===== src/hw/rtl/facm_pkg.sv =====
// Shared types and constants for the focus actuator motion model.
// Used by facm_step_unit and focus_actuator_motion_model_core; no dependencies.
`default_nettype none

package facm_pkg;

  localparam int POS_BITS_DEF    = 16;
  localparam logic [15:0] FULL_RATE_RESET = 16'd32768;

  // step = ((full_rate * |vel| * ms) >> RATE_FRAC) / 1000,
  // the divide done as a multiply by MS_RECIP and a shift by MS_RECIP_SH
  localparam int RATE_FRAC = 15;
  localparam int DVD_W     = 32;
  localparam int STEP_W    = 23;
  localparam logic [DVD_W-1:0] MS_RECIP = 32'd274877907;
  localparam int MS_RECIP_SH = 38;

  typedef enum logic [1:0] {
    OP_ADVANCE = 2'd0,
    OP_MOVE    = 2'd1,
    OP_STOP    = 2'd2
  } opcode_t;

  typedef enum logic [1:0] {
    MODE_IDLE   = 2'd0,
    MODE_CONT   = 2'd1,
    MODE_TARGET = 2'd2
  } mode_t;

  typedef struct packed {
    logic        start;
    logic [15:0] rate;
    logic [15:0] mag;
    logic [15:0] ms;
  } step_req_t;

  typedef struct packed {
    logic              done;
    logic [STEP_W-1:0] step;
  } step_rsp_t;

endpackage

`default_nettype wire


===== src/hw/rtl/focus_actuator_motion_model_core.sv =====
// Focus actuator motion model, top level.
// Depends on facm_pkg and facm_step_unit.
//
// Use: one input beat on s_* carries a command and the elapsed milliseconds;
// the block integrates motion over that time, applies the command and returns
// one beat on m_* with the position and a moving flag. full_rate is written on
// the cfg_* channel, which is always ready; write it only while idle.
// When the actuator is idle, an accepted item goes straight to the command
// stage; else it passes through the step stage (three passes through the shared
// multiplier in the step unit, the last a reciprocal multiply for the divide by
// 1000), the advance stage and the command stage. s_tready is high only between
// items, so a new item is not accepted until the last one is through.
// The result sits in an output register; the next item is accepted while it
// waits. If the register is full and m_tready is low, a finished item holds in
// the command stage until the register frees, and no further item is accepted.
// Reset (rst, synchronous): position mid travel, idle, full_rate 32768,
// output empty.
`default_nettype none

module focus_actuator_motion_model_core import facm_pkg::*; #(
  parameter int POS_BITS = POS_BITS_DEF
) (
  input  wire logic        clk,
  input  wire logic        rst,
  input  wire logic        cfg_valid,
  output logic             cfg_ready,
  input  wire logic [15:0] cfg_data,
  input  wire logic        s_tvalid,
  output logic             s_tready,
  input  wire logic [55:0] s_tdata,  // elapsed_ms[15:0], distance[32:16], speed[48:33], zeros
  input  wire logic [1:0]  s_tuser,  // opcode[1:0]
  output logic             m_tvalid,
  input  wire logic        m_tready,
  output logic [23:0]      m_tdata   // position[15:0], moving[16], zeros
);

  localparam int AW = ((POS_BITS > STEP_W) ? POS_BITS : STEP_W) + 2;
  localparam logic [POS_BITS-1:0] FULL = {POS_BITS{1'b1}};
  localparam logic [POS_BITS-1:0] MID  = {1'b1, {(POS_BITS-1){1'b0}}};

  typedef enum logic [3:0] {
    ST_WAIT = 4'b0001,
    ST_STEP = 4'b0010,
    ST_ADV  = 4'b0100,
    ST_CMD  = 4'b1000
  } state_t;

  state_t               state;
  logic [15:0]          full_rate;
  logic [POS_BITS-1:0]  focus_pos;
  mode_t                mode;
  logic signed [16:0]   vel;
  logic [POS_BITS-1:0]  target;
  logic [1:0]           op_q;
  logic signed [16:0]   dist_q;
  logic signed [15:0]   spd_q;

  step_req_t req;
  step_rsp_t rsp;

  function automatic logic [POS_BITS-1:0] clamp_pos(input logic signed [AW-1:0] v);
    if (v < 0) return '0;
    if (v > signed'(AW'(FULL))) return FULL;
    return v[POS_BITS-1:0];
  endfunction

  logic                accept;
  logic                load_out;
  logic signed [16:0]  mag17;

  assign accept    = s_tvalid && s_tready;
  assign s_tready  = (state == ST_WAIT);
  assign cfg_ready = 1'b1;
  assign load_out  = (state == ST_CMD) && (!m_tvalid || m_tready);
  assign mag17     = vel[16] ? -vel : vel;

  assign req.start = accept && (mode != MODE_IDLE);
  assign req.rate  = full_rate;
  assign req.mag   = mag17[15:0];
  assign req.ms    = s_tdata[15:0];

  facm_step_unit u_step (
    .clk (clk),
    .rst (rst),
    .req (req),
    .rsp (rsp)
  );

  // advance over the elapsed time
  logic signed [AW-1:0] pos_s, stp_s, sum_c, rem_c, absr_c, tstep_c;
  logic [POS_BITS-1:0]  adv_pos;
  logic                 adv_idle;

  always_comb begin
    pos_s    = signed'(AW'(focus_pos));
    stp_s    = signed'(AW'(rsp.step));
    rem_c    = signed'(AW'(target)) - pos_s;
    absr_c   = (rem_c < 0) ? -rem_c : rem_c;
    sum_c    = (vel < 0) ? pos_s - stp_s : pos_s + stp_s;
    tstep_c  = (rem_c > 0) ? pos_s + stp_s : pos_s - stp_s;
    adv_pos  = focus_pos;
    adv_idle = 1'b0;
    case (mode)
      MODE_CONT: begin
        adv_pos  = clamp_pos(sum_c);
        adv_idle = !((vel > 0 && adv_pos < FULL) || (vel < 0 && adv_pos != '0));
      end
      MODE_TARGET: begin
        if (absr_c <= stp_s) begin
          adv_pos  = target;
          adv_idle = 1'b1;
        end else begin
          adv_pos = tstep_c[POS_BITS-1:0];
        end
      end
      default: ;
    endcase
  end

  // command, then a zero-length advance
  mode_t                mode_c;
  logic signed [16:0]   vel_c;
  logic [POS_BITS-1:0]  tgt_c;
  logic signed [16:0]   spd17;
  logic signed [16:0]   spd_mag;
  logic signed [AW-1:0] dist_s;

  always_comb begin
    spd17   = {spd_q[15], spd_q};
    spd_mag = spd17[16] ? -spd17 : spd17;
    dist_s  = signed'({{(AW-17){dist_q[16]}}, dist_q});
    mode_c  = mode;
    vel_c   = vel;
    tgt_c   = target;
    case (op_q)
      OP_MOVE: begin
        if (dist_q != 0) begin
          tgt_c  = clamp_pos(signed'(AW'(focus_pos)) + dist_s);
          vel_c  = (spd_mag == 0) ? 17'sd32768 : spd_mag;
          mode_c = MODE_TARGET;
        end else if (spd_q != 0) begin
          vel_c  = spd17;
          mode_c = MODE_CONT;
        end else begin
          vel_c  = '0;
          mode_c = MODE_IDLE;
        end
        if (mode_c == MODE_CONT &&
            !((vel_c > 0 && focus_pos < FULL) || (vel_c < 0 && focus_pos != '0))) begin
          vel_c  = '0;
          mode_c = MODE_IDLE;
        end
        if (mode_c == MODE_TARGET && tgt_c == focus_pos) begin
          vel_c  = '0;
          mode_c = MODE_IDLE;
        end
      end
      OP_STOP: begin
        vel_c  = '0;
        mode_c = MODE_IDLE;
      end
      default: ;
    endcase
  end

  always_ff @(posedge clk) begin
    if (rst) begin
      state     <= ST_WAIT;
      full_rate <= FULL_RATE_RESET;
      focus_pos <= MID;
      mode      <= MODE_IDLE;
      vel       <= '0;
      target    <= '0;
      m_tvalid  <= 1'b0;
    end else begin
      if (cfg_valid && cfg_ready) full_rate <= cfg_data;
      if (load_out) begin
        m_tvalid <= 1'b1;
      end else if (m_tready) begin
        m_tvalid <= 1'b0;
      end
      case (state)
        ST_WAIT: begin
          if (accept) begin
            op_q   <= s_tuser;
            dist_q <= s_tdata[32:16];
            spd_q  <= s_tdata[48:33];
            state  <= (mode == MODE_IDLE) ? ST_CMD : ST_STEP;
          end
        end
        ST_STEP: begin
          if (rsp.done) state <= ST_ADV;
        end
        ST_ADV: begin
          focus_pos <= adv_pos;
          if (adv_idle) begin
            mode <= MODE_IDLE;
            vel  <= '0;
          end
          state <= ST_CMD;
        end
        ST_CMD: begin
          if (load_out) begin
            mode     <= mode_c;
            vel      <= vel_c;
            target   <= tgt_c;
            m_tdata  <= {7'b0, mode_c != MODE_IDLE, 16'(focus_pos)};
            state    <= ST_WAIT;
          end
        end
        default: state <= ST_WAIT;
      endcase
    end
  end

endmodule

`default_nettype wire


===== src/hw/rtl/facm_step_unit.sv =====
// Step length unit: one shared multiplier used for three passes, the last a
// reciprocal multiply for the divide by 1000. Depends on facm_pkg for the structs and constants.
`default_nettype none

module facm_step_unit import facm_pkg::*; (
  input  wire logic      clk,
  input  wire logic      rst,
  input  wire step_req_t req,
  output step_rsp_t      rsp
);

  localparam int PW = 2 * DVD_W;

  typedef enum logic [3:0] {
    U_IDLE = 4'b0001,
    U_MUL1 = 4'b0010,
    U_MUL2 = 4'b0100,
    U_MUL3 = 4'b1000
  } ustate_t;

  ustate_t           ustate;
  logic [DVD_W-1:0]  opa;
  logic [DVD_W-1:0]  opb;
  logic [15:0]       ms_q;
  logic [STEP_W-1:0] quo;

  logic [PW-1:0] prod;

  assign prod = PW'(opa) * PW'(opb);

  assign rsp.done = (ustate == U_MUL3);
  assign rsp.step = quo;

  always_ff @(posedge clk) begin
    if (rst) begin
      ustate <= U_IDLE;
    end else begin
      case (ustate)
        U_IDLE: begin
          if (req.start) begin
            opa    <= DVD_W'(req.rate);
            opb    <= DVD_W'(req.mag);
            ms_q   <= req.ms;
            ustate <= U_MUL1;
          end
        end
        U_MUL1: begin
          opa    <= prod[DVD_W-1:0];
          opb    <= DVD_W'(ms_q);
          ustate <= U_MUL2;
        end
        U_MUL2: begin
          opa    <= prod[RATE_FRAC +: DVD_W];
          opb    <= MS_RECIP;
          ustate <= U_MUL3;
        end
        U_MUL3: begin
          quo    <= prod[MS_RECIP_SH +: STEP_W];
          ustate <= U_IDLE;
        end
        default: ustate <= U_IDLE;
      endcase
    end
  end

endmodule

`default_nettype wire


===== config.mk =====
export PLATFORM = sky130hd
export DESIGN_NAME = focus_actuator_motion_model_core
export DESIGN_NICKNAME = d
export VERILOG_FILES = /design/src/hw/rtl/facm_pkg.sv /design/src/hw/rtl/focus_actuator_motion_model_core.sv /design/src/hw/rtl/facm_step_unit.sv
export SDC_FILE = /design/constraint.sdc
export NUM_CORES = 2
export LEC_CHECK = 0
export BUFFER_PORTS_ARGS = -buffer_cell sky130_fd_sc_hd__buf_2
export CAP_MARGIN = 0
export CORE_MARGIN = 3
export CORE_UTILIZATION = 45
export DETAILED_ROUTE_END_ITERATION = 12
export PLACE_DENSITY = 0.63
export SYNTH_ARGS = -nofsm -noshare
export SYNTH_HDL_FRONTEND = slang
export SYNTH_SLANG_ARGS = --single-unit
export TNS_END_PERCENT = 10

===== constraint.sdc =====
create_clock -name clk -period 10.2 [get_ports clk]
set_clock_uncertainty 0.15 [all_clocks]
set_input_delay 2.04 -clock clk [delete_from_list [all_inputs] [get_ports clk]]
set_output_delay 2.04 -clock clk [all_outputs]
set_load 0.05 [all_outputs]

### Word level (Yosys, flattened, before mapping)

Cells that the tools add are included.

| storage, ports and cells | value |
|---|---|
| register bits after elaboration | 231 |
| word-level logic and storage cells | 161 |

| operators by class | value |
|---|---|
| add/subtract/negate cells | 7 |
| reductions and logical operators | 37 |
| bitwise logic cells | 1 |
| multiplexer cells | 65 |
| magnitude comparators | 13 |
| eq/ne operators | 21 |
| $mul | 1 |

Operators by type and width:

| kind | count |
|---|---|
| two-way mux 16 bit | 14 |
| one-hot mux 32 bit (3 select lines) | 2 |
| two-way mux 17 bit | 9 |
| one-hot mux 17 bit (2 select lines) | 2 |
| two-way mux 32 bit | 2 |
| nonzero test 32 bit | 2 |
| multiplier 32 x 32 -> 61 bit | 1 |
| greater-than comparator 17 x 1 -> 1 bit, second input constant | 3 |
| < comparator 17 x 1 -> 1 bit, second input constant | 3 |
| two-way mux 25 bit | 2 |
| logical NOT 32 bit | 1 |
| < comparator 16 bit, second input constant | 2 |
| one-hot mux 16 bit (2 select lines) | 1 |
| nonzero test 16 bit | 2 |
| greater-than comparator 25 x 17 -> 1 bit, second input constant | 1 |
| less-or-equal comparator 25 x 24 -> 1 bit | 1 |
| < comparator 25 x 1 -> 1 bit, second input constant | 1 |
| negator 17 -> 25 bit | 1 |
| adder 16 x 23 -> 24 bit | 1 |
| subtractor 16 x 23 -> 24 bit | 1 |
| AND reduction 3 bit | 7 |
| two-way mux 4 bit | 5 |
| adder 17 x 17 -> 18 bit | 1 |
| greater-than comparator 18 x 17 -> 1 bit, second input constant | 1 |
| other kinds (29) | 79 |

### Longest topological paths before layout

| logic depth | value |
|---|---|
| depth after elaboration | 19 |
| mapped depth | 31 |
| mapped depth without buffers | 30 |

### Cells and area by module

Synthesis repeated with hierarchy kept, for this count alone.

| second synthesis, totals | value |
|---|---|
| cells, all modules | 4389 |
| area total of the unflattened synthesis | 39002.4 um^2 |

By module, submodules not included:

| module | cells each | area an instance (um^2) | instances |
|---|---|---|---|
| facm_step_unit | 2891 | 26934.6 | 1 |
| focus_actuator_motion_model_core | 1498 | 12067.8 | 1 |

### Worst setup path after synthesis

No wires, ideal clock.

| timing | value |
|---|---|
| kind | reg2reg |
| from | register u_step.opa[30] |
| to | register u_step.quo[22] (data pin) |
| setup slack | 2.440 ns |
| library setup time | 0.254 ns |
| stages on the path, launching flop included | 30 |
| required time | 9.796 ns |
| clock period less this slack | 7.760 ns |
| data arrival time | 7.356 ns |
| path buffers | 1 |
| cells stage by stage | edfxtp_1 -> clkbuf_1 -> nand2_1 -> fa_1 -> inv_1 -> fa_1 -> fa_1 -> inv_1 -> fa_1 -> inv_1 -> fa_1 -> inv_1 -> fa_1 -> inv_1 -> fa_1 -> inv_1 -> fa_1 -> inv_1 -> ha_1 -> a21o_1 -> a21o_1 -> a21oi_1 -> nor3_1 -> nor4bb_1 -> a21oi_1 -> a41o_1 -> o31ai_1 -> a31oi_1 -> a221o_1 -> a21o_1 |

| on the way | value |
|---|---|
| word-level cells in the longest chain between the ends | 1 |

Ends and longest elaborated chain:

| what | line | source |
|---|---|---|
| start: declaration | facm_step_unit.sv:22 | `logic [DVD_W-1:0] opa;` |
| start signal: assignment | facm_step_unit.sv:41 | `opa <= DVD_W'(req.rate);` |
| start signal: assignment | facm_step_unit.sv:48 | `opa <= prod[DVD_W-1:0];` |
| start signal: assignment | facm_step_unit.sv:53 | `opa <= prod[RATE_FRAC +: DVD_W];` |
| multiplier 32 x 32 -> 61 bit | facm_step_unit.sv:29 | `assign prod = PW'(opa) * PW'(opb);` |
| named net u_step.prod[60] | facm_step_unit.sv:27 | `logic [PW-1:0] prod;` |
| end signal: assignment | facm_step_unit.sv:58 | `quo <= prod[MS_RECIP_SH +: STEP_W];` |
| end: declaration | facm_step_unit.sv:25 | `logic [STEP_W-1:0] quo;` |

The timed path passes the listed nets, and every way through them passes these cells.
A chain may end at the register's enable or synchronous reset.

### Worst setup path in the final report

| timing | value |
|---|---|
| from | register u_step.opb[10] |
| to | register u_step.quo[21] (data pin) |

| on the way | value |
|---|---|
| word-level cells in the longest chain between the ends | 1 |

Ends and longest elaborated chain:

| what | line | source |
|---|---|---|
| start: declaration | facm_step_unit.sv:23 | `logic [DVD_W-1:0] opb;` |
| start signal: assignment | facm_step_unit.sv:42 | `opb <= DVD_W'(req.mag);` |
| start signal: assignment | facm_step_unit.sv:49 | `opb <= DVD_W'(ms_q);` |
| multiplier 32 x 32 -> 61 bit | facm_step_unit.sv:29 |  |
| named net u_step.prod[59] | facm_step_unit.sv:27 |  |

The timed path passes the listed nets, and every way through them passes these cells.

==> results.cfg <==
[run_status]
outcome = finished, final reports clean

[global_route]
antenna_found_initial = 4
grt_max_degree = 65
busiest_layer = met2
grt-ovfl-total = 0
use_met3_pct = 3.43
grt_use_total_pct = 23.8
grt_pass1_vias = 29820
grt_pass1_wl_um = 167000
met2_usage_pct = 39.4
use_met1_pct = 32.6

[cts]
cts_hold_buf = 0
cts_tree = done
cts_root_buffer = clkbuf_16
cts.clk_slew.worst_paths_ns = 0.06
cts_max_path_buffers = 3
insertion_delay_ns = 0.57
cts-resized-gates = 0
cts_buffers = 26
h-tree-depth = 1
cts_sinks = 216
postCtsSetupBuffers = 0

[worst_setup_path]
path_delay_family = adder cells
cp.required_ns = 10.32
worstRegToRegCells = 25
worstPathArrival_ns = 9.29
crit_type = reg -> reg
cp_max_fo = 18
path_buf_inv = 4
cp-start-kind = flip-flop
end_kind = flip-flop
path_common_cell = fa_1
cp_slowest_cell = edfxtp_1
cp.depth = 25
crit_path_max_incr_delay_ns = 0.92

[logic_synthesis]
yosysTopAreaCell = fa_1
seq_area_frac_synth_pct = 15.0
synth_enable_flop_cells = 140
synthDistinctLibCells = 104
syn-instance-count = 4224
async_flop_share_pct = 0
synth.area.top_cells = fa_1, ha_1, edfxtp_1, inv_1, and2_1
synth_top_area_share_pct = 27.6
ys.warnings.count = 0
synth_seq_cells = 216
synth_ff_type = edfxtp_1
synth_area_um2 = 38200
syn_avg_cell_area_um2 = 9.05

[power_and_ir_drop]
switching_power_uw = 861
clockPowerShare_pct = 35.7
switching_share_pct = 32.2
ir_drop_mv = 0.125
intPower_uw = 1810
power_density_nw_per_um2 = 65.8
p_seq_share_pct = 36.4
comb_power_share_pct = 27.9
p_total_uw = 2670
cellLeakagePower_uw = 0.0198

[routing]
drt_iter0_drc = 1996
drc_errors = 0
drt_pass1_iterations = 6
routed_wirelength_um = 105000
vias = 29510
vias_per_cell = 5.48
ant_nets = 0
wl_per_cell_um = 19.5

[placed_design]
place_hpwl_um = 83300
io_buffers = 90
dp_slack_ns = 1.17
place_congestion = 0.947

[floorplanning]
ios = 106
num_rows = 106
start_util_pct = 45.5
dieArea_um2 = 88500
die_y_um = 298
die_x_um = 298
core-area_um2 = 84000

[sta]
fin_crit_ns = 9.17
worstMarginPinSlew_ns = 1.32
worst_slack_ns = 1.03
tns_ns = 0
slew_headroom_pct = 11.7
finalCritPeriodShare_pct = 89.9
whs_ns = 0.301
clock.fmax_mhz = 109
drv_slew = 0
setup_viol = 0
grt_setup_unrepaired = false
finalHoldViolCount = 0

[cells_and_area]
final_nets = 5285
drive_above_1_share_pct = 5.65
num-fill-cells = 7990
multi_input_area_um2 = 28800
synthToLayoutAreaGrowth_pct = 6.27
post-route-util_pct = 48.4
regArea_um2 = 5730

[hold_path]
hold_class = reg -> reg
min_path_cells = 2

[job]
maxCapViolCount = 0
-- kinds of logic after synthesis --
logic type      count (synthesis)  share of synthesized area (%)
other cells                     2                         0.0196
compound gates                647                           11.6
mux                            58                           1.57
xor+xnor                      125                           2.86
flops                         216                           15.0
buf+inv                       989                           9.96
fa+ha+maj                     979                           42.4
simple gates                 1208                           16.6
-- routing by layer --
layer  part of all wire [%]  vias to the layer above
li1                       -                    13735
met1                     44                    14698
met2                     47                      889
met3                    6.1                      186
met4                    3.2                        2
met5                  0.012                        -
-- cells in the mapped netlist, types with 12 or more instances --
cell type / number
inv_1: 821
a211oi_1: 35
edfxtp_1: 140
or3_1: 18
a21o_1: 65
nor2b_1: 27
nor2_1: 183
a21oi_1: 182
o21ai_0: 110
and3_1: 19
or2_2: 14
nand4_1: 36
nor3_1: 55
ha_1: 451
dfxtp_1: 76
xnor2_1: 75
o31ai_1: 15
a221oi_1: 12
and2_1: 379
nand3_1: 41
mux2i_1: 48
clkbuf_1: 135
nand2b_1: 35
o21bai_1: 12
o211ai_1: 14
nor4_1: 20
nand2_1: 329
o21a_1: 25
xor2_1: 50
fa_1: 528
a31oi_1: 18
a22o_1: 18
-- power by group through the flow --
stage          clock network (µW)  logic [µW]  registers, µW
3_3_place_gp                    0         728            992
3_5_place_dp                    0         729            992
5_1_grt                      1010         819            976
2_1_floorplan                   0         535            987
6_report                      955         745            974
4_1_cts                       969         737            973
-- registers in the layout, summed over array words and instances, names as in the netlist, 4 cells and up --
name / flops
u_step.opb: 17
dist_q: 17
spd_q: 16
target: 16
focus_pos: 16
state: 4
u_step.quo: 23
full_rate: 16
m_tdata: 17
u_step.opa: 32
u_step.ms_q: 16
vel: 17
u_step.ustate: 4
-- cell type report --
type | count | area share (%)
multi-input cells | 3031 | 70.8
well taps | 1134 | 3.49
clock inverters | 9 | 0.314
repair buffers | 131 | 1.87
flip-flops and latches | 216 | 14.1
diodes | 1 | 0.00616
inverters | 821 | 7.58
clock buffers | 39 | 1.88
-- through the flow --
stage | cells | cell area, µm²
after floorplan | 4236 | 38300
after global placement | 5333 | 39700
after detailed placement | 5333 | 39700
after CTS | 5381 | 40600
after global routing | 5381 | 40600
final | 5382 | 40600
-- final timing paths --
kind                                     start              to  slack [ns]
worst min register to register       target[0]       target[0]        0.30
worst max register to register  u_step.opb[10]  u_step.quo[21]        1.03
worst max-delay path            u_step.opb[10]  u_step.quo[21]        1.03
worst min-delay path                 target[0]       target[0]        0.30
-- cells in the final DEF (no fill, tap or decap), types with 48 or more instances in the layout --
| cell | netlist | routed |
|---|---|---|
| a21oi_1 | 182 | 182 |
| ha_1 | 451 | 451 |
| nand2_1 | 329 | 329 |
| mux2i_1 | 48 | 48 |
| xor2_1 | 50 | 50 |
| fa_1 | 528 | 528 |
| and2_1 | 379 | 379 |
| dfxtp_1 | 76 | 76 |
| o21ai_0 | 110 | 110 |
| edfxtp_1 | 140 | 140 |
| inv_1 | 821 | 820 |
| nor2_1 | 183 | 182 |
| a21o_1 | 65 | 65 |
| nor3_1 | 55 | 53 |
| xnor2_1 | 75 | 75 |
| buf_2 | 10 | 90 |
-- worst min-delay path, cell delays in order, from the launching register on --
cell and delay (ns):
dfxtp_1 0.31, nand2_1 0.05, a21oi_1 0.05
(Power assumes the default switching activity.)
